==> src/sv/i6dd_pkg.sv <==
// Shared types, codes and letter tables for the ISO 6937 diacritic decoder.
// No dependencies; every other file in the project imports this package.
`default_nettype none

package i6dd_pkg;

  // Pending non-spacing mark, held between a mark byte and its base letter.
  typedef enum logic [2:0] {
    MARK_NONE   = 3'd0,
    MARK_ACUTE  = 3'd1,
    MARK_CARON  = 3'd2,
    MARK_RING   = 3'd3,
    MARK_UMLAUT = 3'd4
  } mark_e;

  // Configuration register indexes (word addresses on the APB port).
  typedef enum logic [1:0] {
    REG_ACUTE  = 2'd0,
    REG_CARON  = 2'd1,
    REG_RING   = 2'd2,
    REG_UMLAUT = 2'd3
  } reg_idx_e;

  localparam int unsigned ByteW   = 8;
  localparam int unsigned CodeW   = 9;
  localparam int unsigned MaxRes  = 3;
  localparam int unsigned PaddrW  = 4;
  localparam int unsigned PdataW  = 32;

  localparam logic [ByteW-1:0] AcuteReset  = 8'd194;
  localparam logic [ByteW-1:0] CaronReset  = 8'd207;
  localparam logic [ByteW-1:0] RingReset   = 8'd202;
  localparam logic [ByteW-1:0] UmlautReset = 8'd200;

  localparam logic [ByteW-1:0] DotCode    = 8'h2E;
  localparam logic [ByteW-1:0] BslashCode = 8'h5C;
  localparam logic [ByteW-1:0] DquoteCode = 8'h22;
  localparam logic [ByteW-1:0] LbraceCode = 8'h7B;
  localparam logic [ByteW-1:0] RbraceCode = 8'h7D;
  localparam logic [ByteW-1:0] LbrackCode = 8'h5B;
  localparam logic [ByteW-1:0] RbrackCode = 8'h5D;
  localparam logic [ByteW-1:0] FirstPrint = 8'h20;
  localparam logic [ByteW-1:0] LastPrint  = 8'h7E;

  // Mark byte codes as configured.
  typedef struct packed {
    logic [ByteW-1:0] acute;
    logic [ByteW-1:0] caron;
    logic [ByteW-1:0] ring;
    logic [ByteW-1:0] umlaut;
  } mark_cfg_t;

  // One result item.
  typedef struct packed {
    logic [CodeW-1:0] code_point;
    logic             last;
  } result_t;

  // All results of one text byte, in order, with their count.
  typedef struct packed {
    logic [1:0]               count;
    result_t [MaxRes-1:0]     res;
  } dec_t;

  // Letter table for the acute mark; unknown letters give a dot.
  function automatic logic [CodeW-1:0] map_acute(input logic [ByteW-1:0] c);
    logic [CodeW-1:0] r;
    unique case (c)
      "A":     r = 9'h0C1;
      "E":     r = 9'h0C9;
      "I":     r = 9'h0CD;
      "O":     r = 9'h0D3;
      "U":     r = 9'h0DA;
      "Y":     r = 9'h0DD;
      "a":     r = 9'h0E1;
      "e":     r = 9'h0E9;
      "i":     r = 9'h0ED;
      "o":     r = 9'h0F3;
      "u":     r = 9'h0FA;
      "y":     r = 9'h0FD;
      default: r = {1'b0, DotCode};
    endcase
    return r;
  endfunction

  // Letter table for the caron; unknown letters give zero.
  function automatic logic [CodeW-1:0] map_caron(input logic [ByteW-1:0] c);
    logic [CodeW-1:0] r;
    unique case (c)
      "C":     r = 9'h10C;
      "D":     r = 9'h10E;
      "E":     r = 9'h11A;
      "N":     r = 9'h147;
      "R":     r = 9'h158;
      "S":     r = 9'h160;
      "T":     r = 9'h164;
      "Z":     r = 9'h17D;
      "c":     r = 9'h10D;
      "d":     r = 9'h10F;
      "e":     r = 9'h11B;
      "n":     r = 9'h148;
      "r":     r = 9'h159;
      "s":     r = 9'h161;
      "t":     r = 9'h165;
      "z":     r = 9'h17E;
      default: r = '0;
    endcase
    return r;
  endfunction

  // Letter table for the ring; only u and U are known.
  function automatic logic [CodeW-1:0] map_ring(input logic [ByteW-1:0] c);
    logic [CodeW-1:0] r;
    unique case (c)
      "u":     r = 9'h16F;
      "U":     r = 9'h16E;
      default: r = '0;
    endcase
    return r;
  endfunction

  // Letter table for the diaeresis; unknown letters give a dot.
  function automatic logic [CodeW-1:0] map_umlaut(input logic [ByteW-1:0] c);
    logic [CodeW-1:0] r;
    unique case (c)
      "A":     r = 9'h0C4;
      "E":     r = 9'h0CB;
      "O":     r = 9'h0D6;
      "U":     r = 9'h0DC;
      "a":     r = 9'h0E4;
      "e":     r = 9'h0EB;
      "o":     r = 9'h0F6;
      "u":     r = 9'h0FC;
      default: r = {1'b0, DotCode};
    endcase
    return r;
  endfunction

endpackage

`default_nettype wire

==> src/sv/i6dd_stream_if.sv <==
// Valid/ready channel interfaces for text bytes in and code points out.
// Depends on i6dd_pkg for the field widths.
`default_nettype none

interface i6dd_in_if
  import i6dd_pkg::*;
();
  logic             valid;
  logic             ready;
  logic [ByteW-1:0] text_byte;
  logic             end_of_text;

  modport source (output valid, output text_byte, output end_of_text, input ready);
  modport sink   (input valid, input text_byte, input end_of_text, output ready);
endinterface

interface i6dd_out_if
  import i6dd_pkg::*;
();
  logic             valid;
  logic             ready;
  logic [CodeW-1:0] code_point;
  logic             last;

  modport source (output valid, output code_point, output last, input ready);
  modport sink   (input valid, input code_point, input last, output ready);
endinterface

`default_nettype wire

==> src/sv/i6dd_cfg_regs.sv <==
// APB register file holding the four mark byte codes.
// Depends on i6dd_pkg for the register indexes and reset values.
`default_nettype none

module i6dd_cfg_regs
  import i6dd_pkg::*;
(
  input  wire logic              clk_i,
  input  wire logic              rst_ni,
  input  wire logic              psel,
  input  wire logic              penable,
  input  wire logic              pwrite,
  input  wire logic [PaddrW-1:0] paddr,
  input  wire logic [PdataW-1:0] pwdata,
  output logic      [PdataW-1:0] prdata,
  output logic                   pready,
  output mark_cfg_t              cfg_o
);

  mark_cfg_t cfg_q;
  reg_idx_e  idx;
  logic      wr_en;

  assign idx    = reg_idx_e'(paddr[PaddrW-1:2]);
  assign wr_en  = psel && penable && pwrite;
  assign pready = 1'b1;
  assign cfg_o  = cfg_q;

  // Register write on the access cycle.
  always_ff @(posedge clk_i or negedge rst_ni) begin
    if (!rst_ni) begin
      cfg_q.acute  <= AcuteReset;
      cfg_q.caron  <= CaronReset;
      cfg_q.ring   <= RingReset;
      cfg_q.umlaut <= UmlautReset;
    end else if (wr_en) begin
      unique case (idx)
        REG_ACUTE:  cfg_q.acute  <= pwdata[ByteW-1:0];
        REG_CARON:  cfg_q.caron  <= pwdata[ByteW-1:0];
        REG_RING:   cfg_q.ring   <= pwdata[ByteW-1:0];
        REG_UMLAUT: cfg_q.umlaut <= pwdata[ByteW-1:0];
        default: ;
      endcase
    end
  end

  // Read data mux.
  always_comb begin
    prdata = '0;
    unique case (idx)
      REG_ACUTE:  prdata[ByteW-1:0] = cfg_q.acute;
      REG_CARON:  prdata[ByteW-1:0] = cfg_q.caron;
      REG_RING:   prdata[ByteW-1:0] = cfg_q.ring;
      REG_UMLAUT: prdata[ByteW-1:0] = cfg_q.umlaut;
      default:    prdata = '0;
    endcase
  end

endmodule

`default_nettype wire

==> src/sv/i6dd_decode.sv <==
// Combinational decode of one registered text byte into up to three results
// and the next pending mark. Depends on i6dd_pkg for tables and types.
`default_nettype none

module i6dd_decode
  import i6dd_pkg::*;
(
  input  wire logic [ByteW-1:0] text_byte_i,
  input  wire logic             end_of_text_i,
  input  mark_e                 pending_i,
  input  mark_cfg_t             cfg_i,
  output dec_t                  dec_o,
  output mark_e                 pending_o
);

  logic [1:0]       n_byte;
  result_t [MaxRes-1:0] res;
  logic             printable;
  mark_e            mark_nxt;

  assign printable = (text_byte_i >= FirstPrint) && (text_byte_i <= LastPrint)
                     && (text_byte_i != LbraceCode) && (text_byte_i != RbraceCode)
                     && (text_byte_i != LbrackCode) && (text_byte_i != RbrackCode);

  // Results caused by the byte itself, then the terminator if flagged.
  always_comb begin
    res      = '0;
    n_byte   = 2'd0;
    mark_nxt = MARK_NONE;
    if (pending_i != MARK_NONE) begin
      // Base letter of a pending mark.
      n_byte = 2'd1;
      unique case (pending_i)
        MARK_ACUTE: res[0].code_point = map_acute(text_byte_i);
        MARK_CARON: res[0].code_point = map_caron(text_byte_i);
        MARK_RING:  res[0].code_point = map_ring(text_byte_i);
        default:    res[0].code_point = map_umlaut(text_byte_i);
      endcase
    end else if (text_byte_i == cfg_i.acute) begin
      mark_nxt = MARK_ACUTE;
    end else if (text_byte_i == cfg_i.caron) begin
      mark_nxt = MARK_CARON;
    end else if (text_byte_i == cfg_i.ring) begin
      mark_nxt = MARK_RING;
    end else if (text_byte_i == cfg_i.umlaut) begin
      mark_nxt = MARK_UMLAUT;
    end else if (text_byte_i == DquoteCode || text_byte_i == BslashCode) begin
      // Escape with a leading backslash.
      n_byte            = 2'd2;
      res[0].code_point = {1'b0, BslashCode};
      res[1].code_point = {1'b0, text_byte_i};
    end else if (printable) begin
      n_byte            = 2'd1;
      res[0].code_point = {1'b0, text_byte_i};
    end else begin
      n_byte            = 2'd1;
      res[0].code_point = {1'b0, DotCode};
    end

    // End of text drops any pending mark and appends the terminator.
    if (end_of_text_i) begin
      mark_nxt            = MARK_NONE;
      res[n_byte]         = '0;
      res[n_byte].last    = 1'b1;
    end
  end

  assign dec_o.res   = res;
  assign dec_o.count = n_byte + {1'b0, end_of_text_i};
  assign pending_o   = mark_nxt;

endmodule

`default_nettype wire

==> src/sv/i6dd_out_queue.sv <==
// Result register: holds the up to three results of one byte and presents
// them one per cycle on the output channel while it is ready. Depends on i6dd_pkg.
`default_nettype none

module i6dd_out_queue
  import i6dd_pkg::*;
(
  input  wire logic    clk_i,
  input  wire logic    rst_ni,
  input  wire logic    load_i,
  input  dec_t         dec_i,
  output logic         can_load_o,
  i6dd_out_if.source   code_o
);

  result_t [MaxRes-1:0] slot_q, slot_d;
  logic [1:0]           count_q, count_d;
  logic                 pop;

  assign pop        = code_o.valid && code_o.ready;
  // Loading is allowed when empty or once the last waiting result leaves this cycle.
  assign can_load_o = (count_q == 2'd0) || (count_q == 2'd1 && code_o.ready);

  assign code_o.valid      = (count_q != 2'd0);
  assign code_o.code_point = slot_q[0].code_point;
  assign code_o.last       = slot_q[0].last;

  // Next slot contents: fresh load, shift on a taken request, or hold.
  always_comb begin
    slot_d  = slot_q;
    count_d = count_q;
    if (load_i) begin
      slot_d  = dec_i.res;
      count_d = dec_i.count;
    end else if (pop) begin
      slot_d[0] = slot_q[1];
      slot_d[1] = slot_q[2];
      count_d   = count_q - 2'd1;
    end
  end

  always_ff @(posedge clk_i or negedge rst_ni) begin
    if (!rst_ni) begin
      count_q <= 2'd0;
    end else begin
      count_q <= count_d;
    end
  end

  always_ff @(posedge clk_i) begin
    slot_q <= slot_d;
  end

endmodule

`default_nettype wire

==> src/sv/iso6937_diacritic_decoder_core.sv <==
// ISO 6937 diacritic decoder: text bytes in, Unicode code points out.
// A byte goes from the input register through the decode into the result register.
// Throughput: one byte per cycle while the output is ready; a byte with two or three
// results holds the input until all but its last result have left the output.
// Reset (rst_ni, async, low): channels empty, no mark pending, mark codes to defaults.
`default_nettype none

module iso6937_diacritic_decoder_core
  import i6dd_pkg::*;
(
  input  wire logic              clk_i,
  input  wire logic              rst_ni,
  i6dd_in_if.sink                text_i,
  i6dd_out_if.source             code_o,
  input  wire logic              psel,
  input  wire logic              penable,
  input  wire logic              pwrite,
  input  wire logic [PaddrW-1:0] paddr,
  input  wire logic [PdataW-1:0] pwdata,
  output logic      [PdataW-1:0] prdata,
  output logic                   pready
);

  mark_cfg_t        cfg;
  logic             stage_v_q;
  logic [ByteW-1:0] byte_q;
  logic             eot_q;
  mark_e            pending_q, pending_d;
  dec_t             dec;
  logic             can_load;
  logic             move;
  logic             take;

  i6dd_cfg_regs u_cfg (
    .clk_i   (clk_i),
    .rst_ni  (rst_ni),
    .psel    (psel),
    .penable (penable),
    .pwrite  (pwrite),
    .paddr   (paddr),
    .pwdata  (pwdata),
    .prdata  (prdata),
    .pready  (pready),
    .cfg_o   (cfg)
  );

  // Input register handshake: refill when empty or when the held byte moves on.
  assign move         = stage_v_q && can_load;
  assign text_i.ready = !stage_v_q || move;
  assign take         = text_i.valid && text_i.ready;

  always_ff @(posedge clk_i or negedge rst_ni) begin
    if (!rst_ni) begin
      stage_v_q <= 1'b0;
      pending_q <= MARK_NONE;
    end else begin
      if (take) begin
        stage_v_q <= 1'b1;
      end else if (move) begin
        stage_v_q <= 1'b0;
      end
      if (move) begin
        pending_q <= pending_d;
      end
    end
  end

  always_ff @(posedge clk_i) begin
    if (take) begin
      byte_q <= text_i.text_byte;
      eot_q  <= text_i.end_of_text;
    end
  end

  i6dd_decode u_dec (
    .text_byte_i   (byte_q),
    .end_of_text_i (eot_q),
    .pending_i     (pending_q),
    .cfg_i         (cfg),
    .dec_o         (dec),
    .pending_o     (pending_d)
  );

  i6dd_out_queue u_out (
    .clk_i      (clk_i),
    .rst_ni     (rst_ni),
    .load_i     (move),
    .dec_i      (dec),
    .can_load_o (can_load),
    .code_o     (code_o)
  );

endmodule

`default_nettype wire
==> src/flat_wrapper.sv <==
// flat-port wrapper written by rule: the top's interface ports become plain ports
module iso6937_diacritic_decoder_core_flat import i6dd_pkg::*;
  (clk_i, rst_ni, psel, penable, pwrite, paddr, pwdata, prdata, pready, text_i_valid, text_i_text_byte, text_i_end_of_text, text_i_ready, code_o_valid, code_o_code_point, code_o_last, code_o_ready);
  i6dd_in_if text_i_i ();
  i6dd_out_if code_o_i ();
  input  wire logic clk_i;
  input  wire logic rst_ni;
  input  wire logic psel;
  input  wire logic penable;
  input  wire logic pwrite;
  input  wire logic [PaddrW-1:0] paddr;
  input  wire logic [PdataW-1:0] pwdata;
  output logic      [PdataW-1:0] prdata;
  output logic pready;
  input wire logic [$bits(text_i_i.valid)-1:0] text_i_valid;
  input wire logic [$bits(text_i_i.text_byte)-1:0] text_i_text_byte;
  input wire logic [$bits(text_i_i.end_of_text)-1:0] text_i_end_of_text;
  output wire logic [$bits(text_i_i.ready)-1:0] text_i_ready;
  output wire logic [$bits(code_o_i.valid)-1:0] code_o_valid;
  output wire logic [$bits(code_o_i.code_point)-1:0] code_o_code_point;
  output wire logic [$bits(code_o_i.last)-1:0] code_o_last;
  input wire logic [$bits(code_o_i.ready)-1:0] code_o_ready;
  assign text_i_i.valid = text_i_valid;
  assign text_i_i.text_byte = text_i_text_byte;
  assign text_i_i.end_of_text = text_i_end_of_text;
  assign text_i_ready = text_i_i.ready;
  assign code_o_valid = code_o_i.valid;
  assign code_o_code_point = code_o_i.code_point;
  assign code_o_last = code_o_i.last;
  assign code_o_i.ready = code_o_ready;
  iso6937_diacritic_decoder_core u_core (.clk_i(clk_i), .rst_ni(rst_ni), .text_i(text_i_i), .code_o(code_o_i), .psel(psel), .penable(penable), .pwrite(pwrite), .paddr(paddr), .pwdata(pwdata), .prdata(prdata), .pready(pready));
endmodule
==> config.mk <==
export PLATFORM = sky130hd
export DESIGN_NAME = iso6937_diacritic_decoder_core_flat
export DESIGN_NICKNAME = d
export VERILOG_FILES = /design/src/sv/i6dd_pkg.sv /design/src/sv/i6dd_stream_if.sv /design/src/sv/i6dd_cfg_regs.sv /design/src/sv/i6dd_decode.sv /design/src/sv/i6dd_out_queue.sv /design/src/sv/iso6937_diacritic_decoder_core.sv /design/src/flat_wrapper.sv
export SDC_FILE = /design/constraint.sdc
export NUM_CORES = 1
export LEC_CHECK = 0
export ABC_AREA = 1
export ABC_CLOCK_PERIOD_IN_PS = 2350
export BUFFER_PORTS_ARGS = -buffer_cell sky130_fd_sc_hd__buf_4
export CAP_MARGIN = 20
export CORE_MARGIN = 1.5
export CORE_UTILIZATION = 40
export DETAILED_ROUTE_END_ITERATION = 10
export GPL_ROUTABILITY_DRIVEN = 0
export PLACE_DENSITY = 0.6
export SETUP_SLACK_MARGIN = 0.05
export SYNTH_ARGS = -nofsm -noshare
export SYNTH_HDL_FRONTEND = slang
export SYNTH_HIERARCHICAL = 1
export SYNTH_SLANG_ARGS = --single-unit
==> constraint.sdc <==
create_clock -name clk_i -period 2.35 [get_ports clk_i]
set_input_delay 0.3525 -clock clk_i [delete_from_list [all_inputs] [get_ports clk_i]]
set_output_delay 0.3525 -clock clk_i [all_outputs]
set_load 0.01 [all_outputs]
==> metrics.txt <==
Worst-Skew Late Latency 0.34 ns; status completed; Yosys reg bits 77; die area 14300 µm²; Die Y-Extent 120 µm; Final Hold Fails 0; crit-path cells buf_6 > or2_0 > a21oi_1 > nand2_1 > nor2_4 > nor2_4 > nand2_2 > nand2_2 > ha_2 > inv_1 > nand4_1 > nand2_1 > nand2_1 > o21ai_1 > nand2_1 > nand2_1; worst slew pin tran 0.518 ns; crit-path most repeated cell nand2_1; Setup violations, final 0; Area after DPL 5720 µm²; clock buffer depth 2; leading cell types in the layout, fill and taps excluded nand2_1 (310), buf_4 (72), nand3_1 (61); post-synthesis sequential area ratio 39.4%; Synth-to-Final Area Change 13.7%; Yosys top cell by area edfxtp_1; share of Yosys cell area claimed by the top area cell type 21.5%; Max-Cap Viols 0; H-tree levels 3; port bufs 45; share of layout cells above drive strength 1 22.2%; RSZ-0062 raised after global routing yes; via count 4673; Final Slew Violations 0; vias in the first global route 4398; Core Area 13200 µm²; global-route wire length before repair 21500 µm; DP Wirelength 9390 µm; setup tns final 0 ns; DR pass1 iterations 4; count of cell types in the netlist 36; vias per inst 4.82; remaining routing DRC violations 0; Worst VDD drop 0.494 mV; Final Skew 0.00537 ns; Reg2Reg Setup Slack 0.22 ns; Tcrit/Tclk final 90.8%; clk sinks 77; Pwr per Cell Area 965 nW/µm²; routed wire length 13200 µm; headroom to the max-slew limit 65.4%; boundary pin count 97; total power 5.97 mW; largest net degree at the start of global routing 39; CP Capture Type register; commonest non-fill, non-tap cell in the layout nand2_1; Initial DRC Count 289; WL/cell 13.6 µm; Layout Utilization 46.7%; post-route antenna net violation count 0; total track usage 19.2%; root buffer cell clkbuf_16; Fillers 1322; area of the multi-input gates 2690 µm²; CTS tree yes; post-route cell area 6190 µm²; cts bufs inserted 9; Worst-path clk slew 0.06 ns; CP Class reg2reg; Worst path max stage delay 0.47 ns; initial antenna violation count 0; top cells by area, synth edfxtp_1 (22%), nand2_1 (21%), dfrtp_1 (10%); Hold WC Path Type in2reg; post-synthesis cell count 731; n_diodes 0; Critical Path Fanout Max 5; Remaining Overflow, GRT 0; Worst Setup Start Kind register; Leak 3.02 nW; CP arrival 2.41 ns; Cell Area, Synth 5440 µm²; row count 42; Crit-path slowest cell edfxtp_1; Syn Area/Cell 7.44 µm²; synth warn 6; Critical Path RT 2.63 ns; Initial Utilization 41.1%; Final nets 843; FF+latch area 2140 µm²; post-route minimum period 2.13 ns; chip width 120 µm; Max Clock Freq 0.468 GHz
[what timing repair did]
item	in CTS	in global routing
hold buffers	1	0
resized for setup	0	12
setup endpoints to repair	0	10
endpoints found under the hold margin	16	0
setup buffers	0	12
[per-layer routing]
metal / wire length [µm] / GRT usage (%) / vias to the layer above
li1: - / - / 2346
met1: 6070 / 25.8 / 2144
met2: 5980 / 30.0 / 154
met3: 746 / 3.71 / 29
met4: 352 / 8.71 / 0
met5: 0 / 0 / -
[registers in the layout, indices dropped and copies added, names as in the netlist]
name                            count
u_core/u_cfg/cfg_o                 32
u_core/u_out/slot_q                20
u_core/u_out/code_o.code_point      9
u_core/byte_q                       8
u_core/pending_q                    3
u_core/u_out/count_q                2
u_core/eot_q                        1
u_core/stage_v_q                    1
u_core/u_out/code_o.last            1
[cell usage after synthesis, drive strengths merged]
cell    count
a21oi      13
a31oi       1
buf        61
clkbuf      2
clkinv      1
conb        3
dfrtp      22
dfstp      16
edfxtp     39
ha          3
inv        56
nand2     334
nand3      65
nand4      11
nor2       63
nor3        5
nor3b       1
o21a        2
o21ai      12
or2         1
xnor2       8
xor2       12
[final timing paths]
check | startpoint | to | depth (start not counted)
max | u_core/byte_q[6]$_DFFE_PP_ | u_core/u_out/count_q[1]$_DFFE_PN0P_ | 16
min | text_i_text_byte[2] | u_core/byte_q[2]$_DFFE_PP_ | 1
max reg2reg | u_core/byte_q[6]$_DFFE_PP_ | u_core/u_out/count_q[1]$_DFFE_PN0P_ | 16
min reg2reg | u_core/u_cfg/cfg_o[22]$_DFFE_PN1P_ | u_core/u_cfg/cfg_o[22]$_DFFE_PN1P_ | 2
max in group asynchronous | rst_ni | u_core/u_cfg/cfg_o[7]$_DFFE_PN1P_ | 2
min in group asynchronous | rst_ni | u_core/u_cfg/cfg_o[26]$_DFFE_PN0P_ | 2
[layout make-up]
cell class              count  area share [%]
multi-input cells         568            43.5
flip-flops and latches     77            34.6
repair buffers             75            9.40
clock buffers              13            4.55
inverters                  57            3.70
well taps                 176            3.56
clock inverters             3           0.647
[logic make-up (layout without fill, tap and decap cells)]
group                      count (synthesis)  after routing  synth area share [%]
other                                      3             37                 0.207
adders and majority gates                  3              3                 0.690
xor gates and xnor gates                  20             20                  3.22
buffers and inverters                    120            148                  14.0
and+or+nand+nor                          480            480                  39.6
AOI/OAI and AO/OA                         28             28                  2.90
DFF                                       77             77                  39.4
[critical path: cells and delay by family (launching register included)]
kind / cells / cell delay [ns]
adder cells (fa/ha/maj): 1 / 0.17
buffers and inverters: 2 / 0.23
AO/OA/AOI/OAI: 2 / 0.22
AND/OR/NAND/NOR: 11 / 0.99
flip-flops: 1 / 0.47
[stage by stage]
| step | std cells | hold WS [ns] | setup slack, ns |
|---|---|---|---|
| floorplan | 765 | 0.0569 | 0.141 |
| global placement | 940 | 0.357 | 0.136 |
| detailed placement | 940 | 0.363 | 0.106 |
| CTS | 957 | 0.172 | 0.0839 |
| global route | 969 | 0.175 | 0.0250 |
| finish | 969 | 0.187 | 0.215 |
[where the power goes]
group          internal [mW]  leakage, nW  switching (mW)
Sequential              2.05        0.829           0.261
Combinational          0.811         2.03            1.37
Clock                  0.941        0.161           0.537
Power figures use the tool's default switching activity.
